--- src/hw/rtl/sht_pkg.sv ---
package sht_pkg;

  // Sizes of the default configuration
  localparam int unsigned MaxStreams  = 128;
  localparam int unsigned BucketCount = 64;
  localparam int unsigned GenBits     = 16;

  // Multiplicative hash constant
  localparam logic [31:0] HashMult = 32'd2654435761;

  // Field widths of the stream ports
  localparam int unsigned OpW     = 2;
  localparam int unsigned KeyW    = 31;
  localparam int unsigned StatusW = 3;
  localparam int unsigned SlotW   = 7;
  localparam int unsigned GenW    = 16;
  localparam int unsigned LiveW   = 8;

  typedef enum logic [OpW-1:0] {
    OP_LOOKUP = 2'd0,
    OP_CREATE = 2'd1,
    OP_REMOVE = 2'd2,
    OP_CLEAR  = 2'd3
  } op_e;

  typedef enum logic [StatusW-1:0] {
    ST_FOUND     = 3'd0,
    ST_CREATED   = 3'd1,
    ST_REMOVED   = 3'd2,
    ST_NOT_FOUND = 3'd3,
    ST_FULL      = 3'd4,
    ST_CLEARED   = 3'd5
  } status_e;

  typedef enum logic [3:0] {
    S_IDLE,
    S_CLEAR,
    S_HASH,
    S_HEAD,
    S_HLOAD,
    S_WALK,
    S_CMP,
    S_MISS,
    S_POP,
    S_GEN,
    S_APPLY,
    S_DONE
  } fsm_e;

  typedef struct packed {
    logic [OpW-1:0]  operation;
    logic [KeyW-1:0] flow_id;
  } in_item_t;

  typedef struct packed {
    logic [StatusW-1:0] status;
    logic [SlotW-1:0]   slot;
    logic [GenW-1:0]    generation;
    logic [LiveW-1:0]   live_streams;
  } out_item_t;

endpackage

--- src/hw/rtl/sht_hash.sv ---
module sht_hash import sht_pkg::*; #(
  parameter int unsigned BUCKET_COUNT = BucketCount,
  localparam int unsigned BW = (BUCKET_COUNT > 1) ? $clog2(BUCKET_COUNT) : 1
) (
  input  logic            clk_i,
  input  logic            en_i,
  input  logic [KeyW-1:0] key_i,
  output logic [BW-1:0]   bucket_o
);

  logic [31:0] prod;
  logic [BW-1:0] bucket_q;

  // Multiply modulo 2^32, keep the low bucket bits
  assign prod = {1'b0, key_i} * HashMult;

  always_ff @(posedge clk_i) begin
    if (en_i) begin
      bucket_q <= prod[BW-1:0];
    end
  end

  assign bucket_o = bucket_q;

endmodule

--- config.mk ---
export PLATFORM = sky130hd
export DESIGN_NAME = sht_hash
export DESIGN_NICKNAME = d
export VERILOG_FILES = /design/src/hw/rtl/sht_pkg.sv /design/src/hw/rtl/sht_hash.sv
export SDC_FILE = /design/constraint.sdc
export NUM_CORES = 1
export LEC_CHECK = 0
export BUFFER_PORTS_ARGS = -buffer_cell sky130_fd_sc_hd__buf_2
export CAP_MARGIN = 20
export CORE_AREA = 2 2 39 41
export CTS_BUF_LIST = sky130_fd_sc_hd__clkbuf_4 sky130_fd_sc_hd__clkbuf_8 sky130_fd_sc_hd__clkbuf_16
export CTS_CLUSTER_DIAMETER = 150
export DETAILED_ROUTE_END_ITERATION = 12
export DIE_AREA = 0 0 41 43
export PLACE_DENSITY_LB_ADDON = 0.08
export SLEW_MARGIN = 20
export SYNTH_ARGS = -nofsm -noshare
export SYNTH_HDL_FRONTEND = slang
export SYNTH_SLANG_ARGS = --single-unit
--- constraint.sdc ---
create_clock -name clk_i -period 0.8 [get_ports clk_i]
set_input_delay 0.08 -clock clk_i [delete_from_list [all_inputs] [get_ports clk_i]]
set_output_delay 0.08 -clock clk_i [all_outputs]
set_load 0.01 [all_outputs]
; After elaboration in Yosys (flattened, before gate mapping)
; Cells that the tools add are included.
[classes]
mul = 1
[op_table]
columns = operator, n
row1 = 31-bit by 32-bit multiplier with 6-bit output (second input constant), 1
[word_totals]
reg_bits = 6
in_bits = 33
output_inout_bits = 6
word_cells = 2

; Depth between registers and ports, before layout
[depth]
depth_word = 1
mapped_depth = 3

; Worst setup path before layout
; OpenSTA, ideal clock, no wires.
[synth_path]
path_kind = input port to flip-flop
start = input port key_i[0]
end = register bucket_q[5] (netlist: bucket_o[5]), data pin
setup_time_ps = 260
t_arrival_ps = 507
required_time_ps = 540
setup_slack_ps = 34
stages = 3
path_buffers = 0
path_cell_list = ha_1 xnor2_1 xnor2_1
[synth_via]
elab_chain_cells = 1
[synth_rtl]
columns = element, line
row1 = "start, declared", sht_hash.sv:7  ; input logic [KeyW-1:0] key_i,
row2 = 31-bit by 32-bit multiplier with 6-bit output, sht_hash.sv:15  ; assign prod = {1'b0, key_i} * HashMult;
row3 = named net prod[5], sht_hash.sv:11  ; logic [31:0] prod;
row4 = "end signal, assigned", sht_hash.sv:19  ; bucket_q <= prod[BW-1:0];
row5 = "end, declared", sht_hash.sv:12  ; logic [BW-1:0] bucket_q;
; The timed path passes the listed nets, and every way through them passes these cells.
; A chain may end at the register's enable or synchronous reset.

; Worst setup path after layout
[layout_path]
start = register bucket_q[2] (netlist: bucket_o[2])
end = output port bucket_o[2]
[layout_lines]
columns = element, line
row1 = "end, declared", sht_hash.sv:8  ; output logic [BW-1:0] bucket_o
; No word-level cell between the ends.

==> metrics.txt <==
status=finished with violations; failing checks=negative setup slack; CP Class=reg2out; post-layout instance area=334 um^2; CTS Buf Count=3; Port Buf Inserts=13; Final min period=0.821 ns; Sinks on Clock Net=6; WHS Path Cells=1; Post-DP HPWL=368 um; final hold violation count=0; CP delay by family, top=flip-flops; startpoint types=flip-flop; crit end category=output port; drt pass-1 iters=1; GRT met3 Usage=6.28%; period utilization=103%; YS warnings=0; Placed Area=312 um^2; Setup TNS=-0.0443 ns; pwr dens=2230 nW/um^2; Area Overhead vs Synth=52.6%; hold path endpoint=bucket_o[3]$_DFFE_PP_; clk slew on worst S/H paths=0.04 ns; largest net degree at the start of global routing=7; Resize count post-CTS=0; crit path cell chain=buf_2; Tightest Pin Transition=0.155 ns; WP buf/inv=1; full die area=1760 um^2; number of global-route vias before repair=172; Rel. slew slack=89.6%; starting DRC count in detailed routing=0; Post-Route WL=411 um; Congestion Overflow GR=0; Critical Path Slowest Stage Cell=edfxtp_1; RSZ-0062 raised after global routing=true; dpl ws=-0.118 ns; Max clock buf depth=2; GP Congestion=0.650; met2 usage=7.19%; Final setup viols=5; syn_area_per_cell=21.9 um^2; initial antenna violation count=0; max-slew violations=0; CTS root buf=clkbuf_4; P_leak=0.144 nW; Post-Syn Instances=10; IO Pins=39; Global Route met1 Usage=6.93%; worst-path maximum fanout=1; Core Area=1380 um^2; CTS tree=yes; Vias/cell=3.37; Worst Hold Class=in2reg; WP data arrival=0.74 ns; Vias=145; fin nets=63; slowest stage delay, CP=0.36 ns; VDD IR-drop max=0.540 mV; Netlist cell types=4; Die Ht=43 um; Worst Path Required=0.72 ns; Tot GR Track Use=6.28%; fin worst setup slack=-0.0208 ns; max reg flops=6; Net Count, Synth=44; hold slack=0.0253 ns; Detail Route Antenna Nets=0; Core Rows=14; Antenna diodes=0; GRT busiest layer=met2; first-pass GRT wire length=641 um; share of cells above drive strength 1=63.0%; Seq/Total Area, Yosys=82.3%; residual DRC count=0; H-tree lvl count=1; Routed wire per std cell=9.56 um; maximum clock frequency=1220 MHz; die boundary width=41 um; Hold Startpoint=key_i[3]; Seq cells post-synth=6; Post-Syn Area=219 um^2; Initial Util=15.8%; MaxCap Viol Count=0
-- power breakdown --
group	internal [mW]	switching, mW	leakage (nW)
Sequential	0.384	0.00637	0.0587
Clock	0.168	0.0893	0.0138
Combinational	0.0483	0.0488	0.0719
-- logic make-up after synthesis --
kind of cell | after synthesis | synth area share [%]
xor gates and xnor gates | 3 | 12.0
DFF | 6 | 82.3
adders and majority gates | 1 | 5.71
-- routing by layer --
layer,vias to the layer above,routed length (um),part of all wire (%)
met3,0,68,17
met1,59,199,48
li1,72,-,-
met2,14,144,35
met5,-,0,0
met4,0,0,0
-- metrics by stage --
step	cells	total power [mW]	util, %
3_5_place_dp	40	0.495	22.5
4_1_cts	43	0.761	24.1
6_report	43	0.745	24.1
2_1_floorplan	10	0.434	-
5_1_grt	43	0.790	24.1
3_3_place_gp	40	0.494	22.5
-- worst max path at each step --
stage	start	slack, ns	cells past startpoint	endpoint
floorplan	key_i[0]	0.03	3	bucket_o[5]$_DFFE_PP_
global placement	key_i[0]	-0.09	4	bucket_o[5]$_DFFE_PP_
detailed placement	key_i[0]	-0.12	4	bucket_o[5]$_DFFE_PP_
CTS	bucket_o[2]$_DFFE_PP_	-0.04	1	bucket_o[2]
global route	bucket_o[5]$_DFFE_PP_	-0.05	1	bucket_o[5]
finish	bucket_o[2]$_DFFE_PP_	-0.02	1	bucket_o[2]
-- repair_timing --
item,CTS,global route
endpoints found under the setup margin,6,6
hold buffers,0,0
setup buffers,0,0
-- cells in the final DEF, fill, tap and decap left out, drive strengths merged --
cell type  instances
buf               14
edfxtp             6
clkbuf             3
xnor2              2
xor2               1
ha                 1
-- layout make-up --
| class | count | area (um^2) |
|---|---|---|
| Clock buffer | 3 | 22.5 |
| Tap cell | 16 | 20.0 |
| Multi-Input combinational cell | 4 | 38.8 |
| Fill cell | 154 | 1050 |
| Sequential cell | 6 | 180 |
| Timing Repair Buffer | 14 | 72.6 |
-- Yosys cell counts (all sizes together) --
| master | n | area share [%] |
|---|---|---|
| ha | 1 | 5.7 |
| xnor2 | 2 | 8.0 |
| edfxtp | 6 | 82 |
| xor2 | 1 | 4.0 |
Power figures use the tool's default switching activity.
